===== config.mk =====
export PLATFORM = sky130hd
export DESIGN_NAME = datetime_text_to_unix_seconds_flat
export DESIGN_NICKNAME = d
export VERILOG_FILES = /design/src/rtl/core/dttu_pkg.sv /design/src/rtl/core/dttu_if.sv /design/src/rtl/core/datetime_text_to_unix_seconds.sv /design/src/rtl/core/dttu_front.sv /design/src/rtl/core/dttu_fifo.sv /design/src/rtl/core/dttu_back.sv /design/src/flat_wrapper.sv
export SDC_FILE = /design/constraint.sdc
export NUM_CORES = 1
export LEC_CHECK = 0
export BUFFER_PORTS_ARGS = -buffer_cell sky130_fd_sc_hd__clkbuf_2
export CAP_MARGIN = 10
export CORE_MARGIN = 2
export CORE_UTILIZATION = 70
export CTS_CLUSTER_DIAMETER = 50
export CTS_CLUSTER_SIZE = 40
export DETAILED_ROUTE_END_ITERATION = 10
export PLACE_DENSITY = 0.88
export SYNTH_ARGS = -nofsm -noshare
export SYNTH_HDL_FRONTEND = slang
export SYNTH_SLANG_ARGS = --single-unit

===== constraint.sdc =====
create_clock -name clk_i -period 18.4 [get_ports clk_i]
set_input_delay 1.84 -clock clk_i [delete_from_list [all_inputs] [get_ports clk_i]]
set_output_delay 1.84 -clock clk_i [all_outputs]
set_load 0.03 [all_outputs]

===== src/rtl/core/dttu_pkg.sv =====
// Shared types and constants of the date-time text to Unix seconds converter.
// No dependencies; every other file but dttu_if refers to this package.
package dttu_pkg;

  // Depth of the job queue between the character parser and the converter
  localparam int unsigned FIFO_DEPTH = 2;

  // Calendar constants
  localparam int unsigned YEAR_MIN      = 1970;
  localparam int unsigned YEAR_MAX      = 2199;
  localparam int unsigned DAYS_PER_YEAR = 365;
  localparam int unsigned DAYS_PER_ERA  = 146097;
  localparam int unsigned EPOCH_DAYS    = 719468;
  localparam int unsigned SECS_PER_DAY  = 86400;
  localparam int unsigned SECS_PER_HOUR = 3600;
  localparam int unsigned SECS_PER_MIN  = 60;

  // One finished string, handed from the parser to the converter
  typedef struct packed {
    logic        ok;
    logic [13:0] year;
    logic [6:0]  month;
    logic [6:0]  day;
    logic [6:0]  hour;
    logic [6:0]  minute;
    logic [6:0]  second;
  } job_t;

  // Converter sequencer
  typedef enum logic [1:0] {
    B_IDLE,
    B_DAYS,
    B_SCALE,
    B_OUT
  } back_state_e;

endpackage


===== src/rtl/core/dttu_if.sv =====
// Handshake channels of the converter: character input and seconds output.
// Depends on nothing; used by the top level, the parser and the converter.
interface dttu_char_if;
  logic       valid;
  logic       ready;
  logic [7:0] text_char;
  logic       first_char;

  modport source (output valid, output text_char, output first_char, input ready);
  modport sink   (input valid, input text_char, input first_char, output ready);
endinterface

interface dttu_result_if;
  logic        valid;
  logic        ready;
  logic [31:0] unix_seconds;
  logic        parse_ok;

  modport source (output valid, output unix_seconds, output parse_ok, input ready);
  modport sink   (input valid, input unix_seconds, input parse_ok, output ready);
endinterface


===== src/rtl/core/datetime_text_to_unix_seconds.sv =====
// Top level of the date-time text to Unix seconds converter.
// Instantiates dttu_front, dttu_fifo and dttu_back; uses dttu_pkg and dttu_if.
//
// Feed the characters of a "YYYY-MM-DD HH:MM:SS" UTC string one beat at a
// time on char_i, with first_char set on the first one. The parser takes one
// character per cycle while the job queue has room; after the nineteenth
// character (or a NUL before it) one result beat appears on res_o carrying
// seconds since 1970-01-01 modulo 2^32 and parse_ok, or zero and not ok when
// the format or a field range is wrong. Characters past the nineteenth and
// characters with no string open are dropped. The converter steps through
// load, day count, scale by 86400 and present for each string, waiting in
// present through any output stall; its sequencer sets the result rate, and
// the FifoDepth-job queue lets the parser keep taking characters meanwhile.
module datetime_text_to_unix_seconds #(
  parameter int unsigned FifoDepth = dttu_pkg::FIFO_DEPTH
) (
  input  logic          clk_i,
  input  logic          rst_ni,
  dttu_char_if.sink     char_i,
  dttu_result_if.source res_o
);

  logic           push, full, pop, empty;
  dttu_pkg::job_t job_in, job_out;

  dttu_front u_front (
    .clk_i  (clk_i),
    .rst_ni (rst_ni),
    .char_i (char_i),
    .full_i (full),
    .push_o (push),
    .job_o  (job_in)
  );

  dttu_fifo #(
    .Depth (FifoDepth)
  ) u_fifo (
    .clk_i   (clk_i),
    .rst_ni  (rst_ni),
    .push_i  (push),
    .wdata_i (job_in),
    .full_o  (full),
    .pop_i   (pop),
    .empty_o (empty),
    .rdata_o (job_out)
  );

  dttu_back u_back (
    .clk_i   (clk_i),
    .rst_ni  (rst_ni),
    .empty_i (empty),
    .job_i   (job_out),
    .pop_o   (pop),
    .res_o   (res_o)
  );

endmodule


===== src/rtl/core/dttu_front.sv =====
// Character parser: checks the text format, gathers the date and time fields
// and pushes one job per finished string. Depends on dttu_pkg and dttu_if.
module dttu_front (
  input  logic                clk_i,
  input  logic                rst_ni,
  dttu_char_if.sink           char_i,
  input  logic                full_i,
  output logic                push_o,
  output dttu_pkg::job_t      job_o
);

  localparam logic [7:0] CH_NUL   = 8'h00;
  localparam logic [7:0] CH_DASH  = 8'h2D;
  localparam logic [7:0] CH_COLON = 8'h3A;
  localparam logic [7:0] CH_ZERO  = 8'h30;
  localparam logic [7:0] CH_NINE  = 8'h39;

  localparam logic [4:0] POS_DASH_YM  = 5'd4;
  localparam logic [4:0] POS_DASH_MD  = 5'd7;
  localparam logic [4:0] POS_SPACE    = 5'd10;
  localparam logic [4:0] POS_COLON_HM = 5'd13;
  localparam logic [4:0] POS_COLON_MS = 5'd16;
  localparam logic [4:0] POS_YEAR_END = 5'd3;
  localparam logic [4:0] POS_MON_END  = 5'd6;
  localparam logic [4:0] POS_DAY_END  = 5'd9;
  localparam logic [4:0] POS_HOUR_END = 5'd12;
  localparam logic [4:0] POS_MIN_END  = 5'd15;
  localparam logic [4:0] POS_LAST     = 5'd18;
  localparam logic [4:0] POS_DONE     = 5'd19;

  localparam logic [13:0] YEAR_LO = 14'(dttu_pkg::YEAR_MIN);
  localparam logic [13:0] YEAR_HI = 14'(dttu_pkg::YEAR_MAX);

  // Append a decimal digit, keeping the field width
  function automatic logic [13:0] add_digit14(logic [13:0] v, logic [3:0] d);
    logic [17:0] t;
    t = {4'd0, v} * 18'd10 + {14'd0, d};
    return t[13:0];
  endfunction

  function automatic logic [6:0] add_digit7(logic [6:0] v, logic [3:0] d);
    logic [10:0] t;
    t = {4'd0, v} * 11'd10 + {7'd0, d};
    return t[6:0];
  endfunction

  logic [4:0]  pos_q, pos_d, p;
  logic        err_q, err_d;
  logic        done_q, done_d;
  logic [13:0] year_q, year_d;
  logic [6:0]  mon_q, mon_d, day_q, day_d, hour_q, hour_d;
  logic [6:0]  min_q, min_d, sec_q, sec_d;
  logic        accept;
  logic [7:0]  c;
  logic [3:0]  digit;
  logic        range_ok;

  assign char_i.ready = !full_i;
  assign accept       = char_i.valid && char_i.ready;
  assign c            = char_i.text_char;
  assign digit        = 4'(c - CH_ZERO);

  // Parse one character
  always_comb begin
    pos_d    = pos_q;
    err_d    = err_q;
    done_d   = done_q;
    year_d   = year_q;
    mon_d    = mon_q;
    day_d    = day_q;
    hour_d   = hour_q;
    min_d    = min_q;
    sec_d    = sec_q;
    push_o   = 1'b0;
    p        = pos_q;
    range_ok = 1'b0;
    job_o    = '0;

    if (accept && (char_i.first_char || !done_q)) begin
      // A start flag drops whatever string was in progress
      if (char_i.first_char) begin
        p      = '0;
        err_d  = 1'b0;
        year_d = '0;
        mon_d  = '0;
        day_d  = '0;
        hour_d = '0;
        min_d  = '0;
        sec_d  = '0;
      end
      done_d = 1'b0;

      if (c == CH_NUL) begin
        // Early end of string: report not ok and go idle
        done_d = 1'b1;
        pos_d  = p;
        push_o = 1'b1;
      end else begin
        case (p) inside
          POS_DASH_YM, POS_DASH_MD: begin
            if (c != CH_DASH) err_d = 1'b1;
          end
          POS_COLON_HM, POS_COLON_MS: begin
            if (c != CH_COLON) err_d = 1'b1;
          end
          POS_SPACE: begin
          end
          default: begin
            if (c < CH_ZERO || c > CH_NINE) begin
              err_d = 1'b1;
            end else if (p <= POS_YEAR_END) begin
              year_d = add_digit14(year_d, digit);
            end else if (p <= POS_MON_END) begin
              mon_d = add_digit7(mon_d, digit);
            end else if (p <= POS_DAY_END) begin
              day_d = add_digit7(day_d, digit);
            end else if (p <= POS_HOUR_END) begin
              hour_d = add_digit7(hour_d, digit);
            end else if (p <= POS_MIN_END) begin
              min_d = add_digit7(min_d, digit);
            end else begin
              sec_d = add_digit7(sec_d, digit);
            end
          end
        endcase

        range_ok = !err_d
                && year_d >= YEAR_LO && year_d <= YEAR_HI
                && mon_d >= 7'd1 && mon_d <= 7'd12
                && day_d >= 7'd1 && day_d <= 7'd31
                && hour_d <= 7'd23 && min_d <= 7'd59 && sec_d <= 7'd60;

        if (p < POS_LAST) begin
          pos_d = p + 5'd1;
        end else begin
          // Last character: hand the string to the converter
          pos_d        = POS_DONE;
          done_d       = 1'b1;
          push_o       = 1'b1;
          job_o.ok     = range_ok;
          job_o.year   = year_d;
          job_o.month  = mon_d;
          job_o.day    = day_d;
          job_o.hour   = hour_d;
          job_o.minute = min_d;
          job_o.second = sec_d;
        end
      end
    end
  end

  always_ff @(posedge clk_i or negedge rst_ni) begin
    if (!rst_ni) begin
      pos_q  <= '0;
      err_q  <= 1'b0;
      done_q <= 1'b1;
      year_q <= '0;
      mon_q  <= '0;
      day_q  <= '0;
      hour_q <= '0;
      min_q  <= '0;
      sec_q  <= '0;
    end else begin
      pos_q  <= pos_d;
      err_q  <= err_d;
      done_q <= done_d;
      year_q <= year_d;
      mon_q  <= mon_d;
      day_q  <= day_d;
      hour_q <= hour_d;
      min_q  <= min_d;
      sec_q  <= sec_d;
    end
  end

endmodule


===== src/rtl/core/dttu_fifo.sv =====
// Short job queue between the parser and the converter.
// Depends on dttu_pkg for the job type.
module dttu_fifo #(
  parameter int unsigned Depth = dttu_pkg::FIFO_DEPTH
) (
  input  logic           clk_i,
  input  logic           rst_ni,
  input  logic           push_i,
  input  dttu_pkg::job_t wdata_i,
  output logic           full_o,
  input  logic           pop_i,
  output logic           empty_o,
  output dttu_pkg::job_t rdata_o
);

  localparam int unsigned PtrW = (Depth > 1) ? $clog2(Depth) : 1;
  localparam int unsigned CntW = $clog2(Depth + 1);
  localparam logic [PtrW-1:0] PTR_LAST = PtrW'(Depth - 1);
  localparam logic [CntW-1:0] CNT_FULL = CntW'(Depth);

  dttu_pkg::job_t      mem_q [Depth];
  logic [PtrW-1:0]     wr_ptr_q, rd_ptr_q;
  logic [CntW-1:0]     cnt_q;

  assign full_o  = (cnt_q == CNT_FULL);
  assign empty_o = (cnt_q == '0);
  assign rdata_o = mem_q[rd_ptr_q];

  // Store entries
  always_ff @(posedge clk_i) begin
    if (push_i) mem_q[wr_ptr_q] <= wdata_i;
  end

  // Advance pointers and count
  always_ff @(posedge clk_i or negedge rst_ni) begin
    if (!rst_ni) begin
      wr_ptr_q <= '0;
      rd_ptr_q <= '0;
      cnt_q    <= '0;
    end else begin
      if (push_i) wr_ptr_q <= (wr_ptr_q == PTR_LAST) ? '0 : wr_ptr_q + 1'b1;
      if (pop_i)  rd_ptr_q <= (rd_ptr_q == PTR_LAST) ? '0 : rd_ptr_q + 1'b1;
      if (push_i && !pop_i)      cnt_q <= cnt_q + 1'b1;
      else if (pop_i && !push_i) cnt_q <= cnt_q - 1'b1;
    end
  end

`ifndef ASSERT_OFF
  a_cnt_bound: assert property (@(posedge clk_i) disable iff (!rst_ni)
    cnt_q <= CNT_FULL) else $error("job queue count out of range");
  a_no_overflow: assert property (@(posedge clk_i) disable iff (!rst_ni)
    full_o |-> !push_i) else $error("push into full job queue");
  a_no_underflow: assert property (@(posedge clk_i) disable iff (!rst_ni)
    empty_o |-> !pop_i) else $error("pop from empty job queue");
  a_ptr_sync: assert property (@(posedge clk_i) disable iff (!rst_ni)
    (empty_o || full_o) |-> (wr_ptr_q == rd_ptr_q))
    else $error("job queue pointers disagree with count");
`endif

endmodule


===== src/rtl/core/dttu_back.sv =====
// Converter: turns one job into Unix seconds over a few steps and holds the
// result in an output register. Depends on dttu_pkg and dttu_if.
module dttu_back (
  input  logic           clk_i,
  input  logic           rst_ni,
  input  logic           empty_i,
  input  dttu_pkg::job_t job_i,
  output logic           pop_o,
  dttu_result_if.source  res_o
);

  localparam logic [17:0] ERA4_ADJ =
    18'(4 * dttu_pkg::DAYS_PER_ERA - dttu_pkg::EPOCH_DAYS);
  localparam logic [17:0] ERA5_ADJ =
    18'(5 * dttu_pkg::DAYS_PER_ERA - dttu_pkg::EPOCH_DAYS);
  localparam logic [13:0] ERA5_START = 14'd2000;
  localparam logic [13:0] ERA4_BASE  = 14'd1600;
  localparam logic [13:0] ERA5_BASE  = 14'd2000;
  localparam logic [16:0] DAY_SECS   = 17'(dttu_pkg::SECS_PER_DAY);

  // Days before the start of a March-based month: (153 * mp + 2) / 5
  function automatic logic [8:0] month_start(logic [3:0] mp);
    logic [8:0] r;
    case (mp)
      4'd0:    r = 9'd0;
      4'd1:    r = 9'd31;
      4'd2:    r = 9'd61;
      4'd3:    r = 9'd92;
      4'd4:    r = 9'd122;
      4'd5:    r = 9'd153;
      4'd6:    r = 9'd184;
      4'd7:    r = 9'd214;
      4'd8:    r = 9'd245;
      4'd9:    r = 9'd275;
      4'd10:   r = 9'd306;
      4'd11:   r = 9'd337;
      default: r = 9'd0;
    endcase
    return r;
  endfunction

  dttu_pkg::back_state_e state_q, state_d;
  dttu_pkg::job_t        job_q;
  logic [16:0]           days_q, tod_q;
  logic [31:0]           secs_q;
  logic                  ok_q;

  logic        job_ld, days_ld, secs_ld;
  logic        m_le2, era5;
  logic [13:0] yp, yoe_w;
  logic [8:0]  yoe;
  logic [1:0]  cent;
  logic [3:0]  mp;
  logic [8:0]  doy;
  logic [17:0] doe, days_w;
  logic [16:0] tod_w;
  logic [33:0] prod;
  logic [31:0] secs_w;

  // Civil date to day count; valid jobs have years 1969..2199 after the
  // March shift, so the era is four or five
  always_comb begin
    m_le2 = job_q.month <= 7'd2;
    yp    = job_q.year - {13'd0, m_le2};
    era5  = yp >= ERA5_START;
    yoe_w = yp - (era5 ? ERA5_BASE : ERA4_BASE);
    yoe   = yoe_w[8:0];
    if (yoe >= 9'd300)      cent = 2'd3;
    else if (yoe >= 9'd200) cent = 2'd2;
    else if (yoe >= 9'd100) cent = 2'd1;
    else                    cent = 2'd0;
    mp     = m_le2 ? 4'(job_q.month + 7'd9) : 4'(job_q.month - 7'd3);
    doy    = month_start(mp) + {2'd0, job_q.day} - 9'd1;
    doe    = {9'd0, yoe} * 18'(dttu_pkg::DAYS_PER_YEAR) + {11'd0, yoe[8:2]}
           - {16'd0, cent} + {9'd0, doy};
    days_w = doe + (era5 ? ERA5_ADJ : ERA4_ADJ);
    tod_w  = 17'(job_q.hour[4:0]) * 17'(dttu_pkg::SECS_PER_HOUR)
           + 17'(job_q.minute[5:0]) * 17'(dttu_pkg::SECS_PER_MIN)
           + 17'(job_q.second[5:0]);
  end

  // Scale to seconds, wrapping at 32 bits
  assign prod   = {17'd0, days_q} * {17'd0, DAY_SECS};
  assign secs_w = prod[31:0] + {15'd0, tod_q};

  // Sequencer
  always_comb begin
    state_d = state_q;
    job_ld  = 1'b0;
    days_ld = 1'b0;
    secs_ld = 1'b0;
    pop_o   = 1'b0;
    case (state_q)
      dttu_pkg::B_IDLE: begin
        if (!empty_i) begin
          pop_o   = 1'b1;
          job_ld  = 1'b1;
          state_d = dttu_pkg::B_DAYS;
        end
      end
      dttu_pkg::B_DAYS: begin
        days_ld = 1'b1;
        state_d = dttu_pkg::B_SCALE;
      end
      dttu_pkg::B_SCALE: begin
        secs_ld = 1'b1;
        state_d = dttu_pkg::B_OUT;
      end
      dttu_pkg::B_OUT: begin
        if (res_o.ready) state_d = dttu_pkg::B_IDLE;
      end
      default: state_d = dttu_pkg::B_IDLE;
    endcase
  end

  always_ff @(posedge clk_i or negedge rst_ni) begin
    if (!rst_ni) state_q <= dttu_pkg::B_IDLE;
    else         state_q <= state_d;
  end

  // Hold job, intermediate values and result
  always_ff @(posedge clk_i) begin
    if (job_ld) job_q <= job_i;
    if (days_ld) begin
      days_q <= days_w[16:0];
      tod_q  <= tod_w;
    end
    if (secs_ld) begin
      secs_q <= job_q.ok ? secs_w : '0;
      ok_q   <= job_q.ok;
    end
  end

  assign res_o.valid        = (state_q == dttu_pkg::B_OUT);
  assign res_o.unix_seconds = secs_q;
  assign res_o.parse_ok     = ok_q;

`ifndef ASSERT_OFF
  a_pop_idle: assert property (@(posedge clk_i) disable iff (!rst_ni)
    pop_o |=> (state_q == dttu_pkg::B_DAYS)) else $error("pop outside idle");
  a_hold_out: assert property (@(posedge clk_i) disable iff (!rst_ni)
    (res_o.valid && !res_o.ready) |=> (res_o.valid && $stable(secs_q)))
    else $error("result dropped while stalled");
  a_zero_bad: assert property (@(posedge clk_i) disable iff (!rst_ni)
    (res_o.valid && !res_o.parse_ok) |-> (res_o.unix_seconds == '0))
    else $error("nonzero seconds on failed parse");
`endif

endmodule


===== src/flat_wrapper.sv =====
// flat-port wrapper written by rule: the top's interface ports become plain ports
module datetime_text_to_unix_seconds_flat 
#(
  parameter int unsigned FifoDepth = dttu_pkg::FIFO_DEPTH
)
  (clk_i, rst_ni, char_i_valid, char_i_text_char, char_i_first_char, char_i_ready, res_o_valid, res_o_unix_seconds, res_o_parse_ok, res_o_ready);
  dttu_char_if char_i_i ();
  dttu_result_if res_o_i ();
  input  logic clk_i;
  input  logic rst_ni;
  input wire logic [$bits(char_i_i.valid)-1:0] char_i_valid;
  input wire logic [$bits(char_i_i.text_char)-1:0] char_i_text_char;
  input wire logic [$bits(char_i_i.first_char)-1:0] char_i_first_char;
  output wire logic [$bits(char_i_i.ready)-1:0] char_i_ready;
  output wire logic [$bits(res_o_i.valid)-1:0] res_o_valid;
  output wire logic [$bits(res_o_i.unix_seconds)-1:0] res_o_unix_seconds;
  output wire logic [$bits(res_o_i.parse_ok)-1:0] res_o_parse_ok;
  input wire logic [$bits(res_o_i.ready)-1:0] res_o_ready;
  assign char_i_i.valid = char_i_valid;
  assign char_i_i.text_char = char_i_text_char;
  assign char_i_i.first_char = char_i_first_char;
  assign char_i_ready = char_i_i.ready;
  assign res_o_valid = res_o_i.valid;
  assign res_o_unix_seconds = res_o_i.unix_seconds;
  assign res_o_parse_ok = res_o_i.parse_ok;
  assign res_o_i.ready = res_o_ready;
  datetime_text_to_unix_seconds #(.FifoDepth(FifoDepth)) u_core (.clk_i(clk_i), .rst_ni(rst_ni), .char_i(char_i_i), .res_o(res_o_i));
endmodule

==> impl_metrics.json <==
{
  "drt_iter0_markers": 1113,
  "final_cells": 2554,
  "synth_top_family_by_area": "adder cells",
  "placed_cells": 2492,
  "wl_mm": 47.5,
  "synth-simple-area-share_pct": 10.8,
  "synth-edff-count": 205,
  "synthAdderAreaFrac_pct": 27.1,
  "synth_most_common_cell": "inv_1",
  "die_y_um": 182,
  "finalSetupViolCount": 0,
  "numCtsBuffers": 34,
  "vias_per_cell": 6.11,
  "yosysSeqAreaShare_pct": 34.8,
  "synth.distinct_cells": 91,
  "final_area_mm2": 0.0239,
  "cp_slowest_cell": "o41ai_1",
  "synth_flop_cell": "edfxtp_1",
  "slew_headroom_pct": 23.2,
  "grt_pass1_vias": 16303,
  "grt_antenna_before_repair": 0,
  "antenna_cells": 0,
  "drive_gt1_share_pct": 8.88,
  "initial_core_util_pct": 70.7,
  "avgSynthCellArea_um2": 10.6,
  "cts_setup_buffers": 0,
  "cp_max_fo": 10,
  "ys_ff_latch": 267,
  "critPathArrivalTime_ns": 10.39,
  "synthTopCellsByCount": "inv_1, ha_1, edfxtp_1",
  "cts_tree": "done",
  "worst_path_largest_cell_delay_ns": 0.57,
  "rows": 65,
  "clk_latency_ns": 0.54,
  "syn_to_final_growth_pct": 8.11,
  "drcViolationCount": 0,
  "fin_crit_sh_pct": 55.2,
  "crit_required_ns": 18.62,
  "cts_resized": 0,
  "grt_max_degree": 70,
  "async_reset_ff_share_pct": 23.2,
  "cp-start-kind": "flop",
  "crit_buf_inv": 6,
  "drv_cap": 0,
  "synth_compound_area_share_pct": 10.9,
  "synthTopCellsByArea": "edfxtp_1, ha_1, fa_1",
  "ant_nets": 0,
  "gp_congestion": 0.857,
  "nets": 2549,
  "core_area_mm2": 0.0313,
  "synthMuxAreaShare_pct": 4.13,
  "clock_skew_ns": 0.0314,
  "hold_buffers": 0,
  "clkTransAtPathRegs_ns": 0.09,
  "post-route-min-period_ns": 10.17,
  "num_io_pins": 48,
  "clk_path_buf_depth": 3,
  "dpl_cell_area_mm2": 0.0227,
  "hpwl_mm": 34.6,
  "vias": 15600,
  "max_clock_freq_mhz": 98.4,
  "syn_inst": 2085,
  "slew_violations": 0,
  "ctsRootBufferMaster": "clkbuf_16",
  "synth_area_mm2": 0.0221,
  "die_w_um": 182,
  "dr.pass1.iters": 7,
  "tns_ns": 0,
  "crit_type": "reg2reg",
  "end_kind": "flop",
  "dieArea_mm2": 0.0330,
  "critical_path.most_common_cell": "inv_1",
  "synth_top_cell_area_share_pct": 27.8,
  "hold_class": "reg2reg",
  "htreeDepth": 2,
  "gr-usage-all-layers_pct": 29.4,
  "rsz0062_at_grt": "no",
  "synth_xor_area_share_pct": 5.98,
  "grt_overflow_total": 0,
  "final_hold_viol_count": 0,
  "drt-wirelength-per-cell_um": 18.6,
  "clock_sink_count": 267,
  "grt_pass1_wl_mm": 78.9,
  "status": "complete, no violations",
  "critical-path-top-delay-family": "adder cells",
  "worstMarginPinSlew_ns": 1.14,
  "synth_nets": 2508,
  "io_buffers": 47,
  "yosysWarningCount": 0,
  "synthDominantAreaCellType": "edfxtp_1"
}
[area by class of cell]
class / count / area, um2
multi-input combinational: 1454 / 13000
sequential: 267 / 7710
fill: 1925 / 7390
inverter: 313 / 1170
clock buffer: 36 / 868
tap: 402 / 503
clock inverter: 26 / 315
timing repair buffer: 56 / 303
[sequential cells by signal, summed over array words and instances, names as in the netlist]
name / count
u_core.u_back.job_q: 46
u_core.u_front.mon_q: 7
u_core.u_front.sec_q: 7
u_core.u_front.year_q: 14
u_core.u_back.days_q: 17
u_core.u_front.hour_q: 7
u_core.u_fifo.mem_q: 92
u_core.u_front.min_q: 7
u_core.u_back.res_o.parse_ok: 1
u_core.u_back.res_o.unix_seconds: 32
u_core.u_fifo.wr_ptr_q: 1
u_core.u_back.state_q: 2
u_core.u_front.day_q: 7
u_core.u_back.tod_q: 17
u_core.u_front.pos_q: 5
u_core.u_fifo.cnt_q: 2
u_core.u_front.done_q: 1
u_core.u_fifo.rd_ptr_q: 1
u_core.u_front.err_q: 1
[worst register-to-register path: cells and delay by family, from the launching register on]
family                   cells  cell delay, ns
AND/OR/NAND/NOR              9            2.49
adder cells (fa/ha/maj)      9            3.64
buffers and inverters        6            0.64
flip-flops                   1            0.53
XOR/XNOR                     3            0.71
AO/OA/AOI/OAI                7            1.85
[routing by layer]
layer,vias up,global-route usage [%],share of wire (%)
li1,7369,-,-
met1,7589,34.7,40
met2,494,54.4,52
met3,148,4.13,4.7
met4,0,11.4,3.5
met5,-,0,0
[per-stage QoR]
stage	worst slack (ns)	util (%)	hold slack, ns
floorplan	9.19	-	0.400
global placement	8.74	72.6	0.412
detailed placement	8.38	72.6	0.407
CTS	8.27	76.4	0.434
global route	7.67	76.4	0.449
finish	8.23	76.4	0.431
[path summary, 6_finish.rpt]
| path | start | endpoint | slack (ns) | cells after the start |
|---|---|---|---|---|
| setup / recovery | u_core.u_back.job_q[29] | u_core.u_back.days_q[15] | 8.23 | 34 |
| hold / removal | u_core.u_back.job_q[1] | u_core.u_back.tod_q[1] | 0.43 | 0 |
| setup reg to reg | u_core.u_back.job_q[29] | u_core.u_back.days_q[15] | 8.23 | 34 |
| hold reg to reg | u_core.u_back.job_q[1] | u_core.u_back.tod_q[1] | 0.43 | 0 |
| max in group asynchronous | rst_ni | u_core.u_fifo.rd_ptr_q | 16.29 | 2 |
| min in group asynchronous | rst_ni | u_core.u_front.year_q[4] | 1.49 | 2 |
[placed cells by master, fill, tap and decap left out, types with 53 or more instances in the layout]
master,n
inv_1,311
ha_1,294
edfxtp_1,205
fa_1,116
xnor2_1,114
nor2_1,112
a21oi_1,90
nand2_1,82
o21ai_0,72
dfrtp_1,60
nor2b_1,53
[logic make-up after synthesis]
logic type | count (synthesis)
and+or+nand+nor | 451
adders and majority gates | 410
buffers and inverters | 364
AOI/OAI and AO/OA | 360
DFF | 267
xor gates and xnor gates | 148
muxes | 85
Power is left out: the tool's default activity adds up to more than one toggle a clock period on the data nets, which glitch-free logic cannot reach.
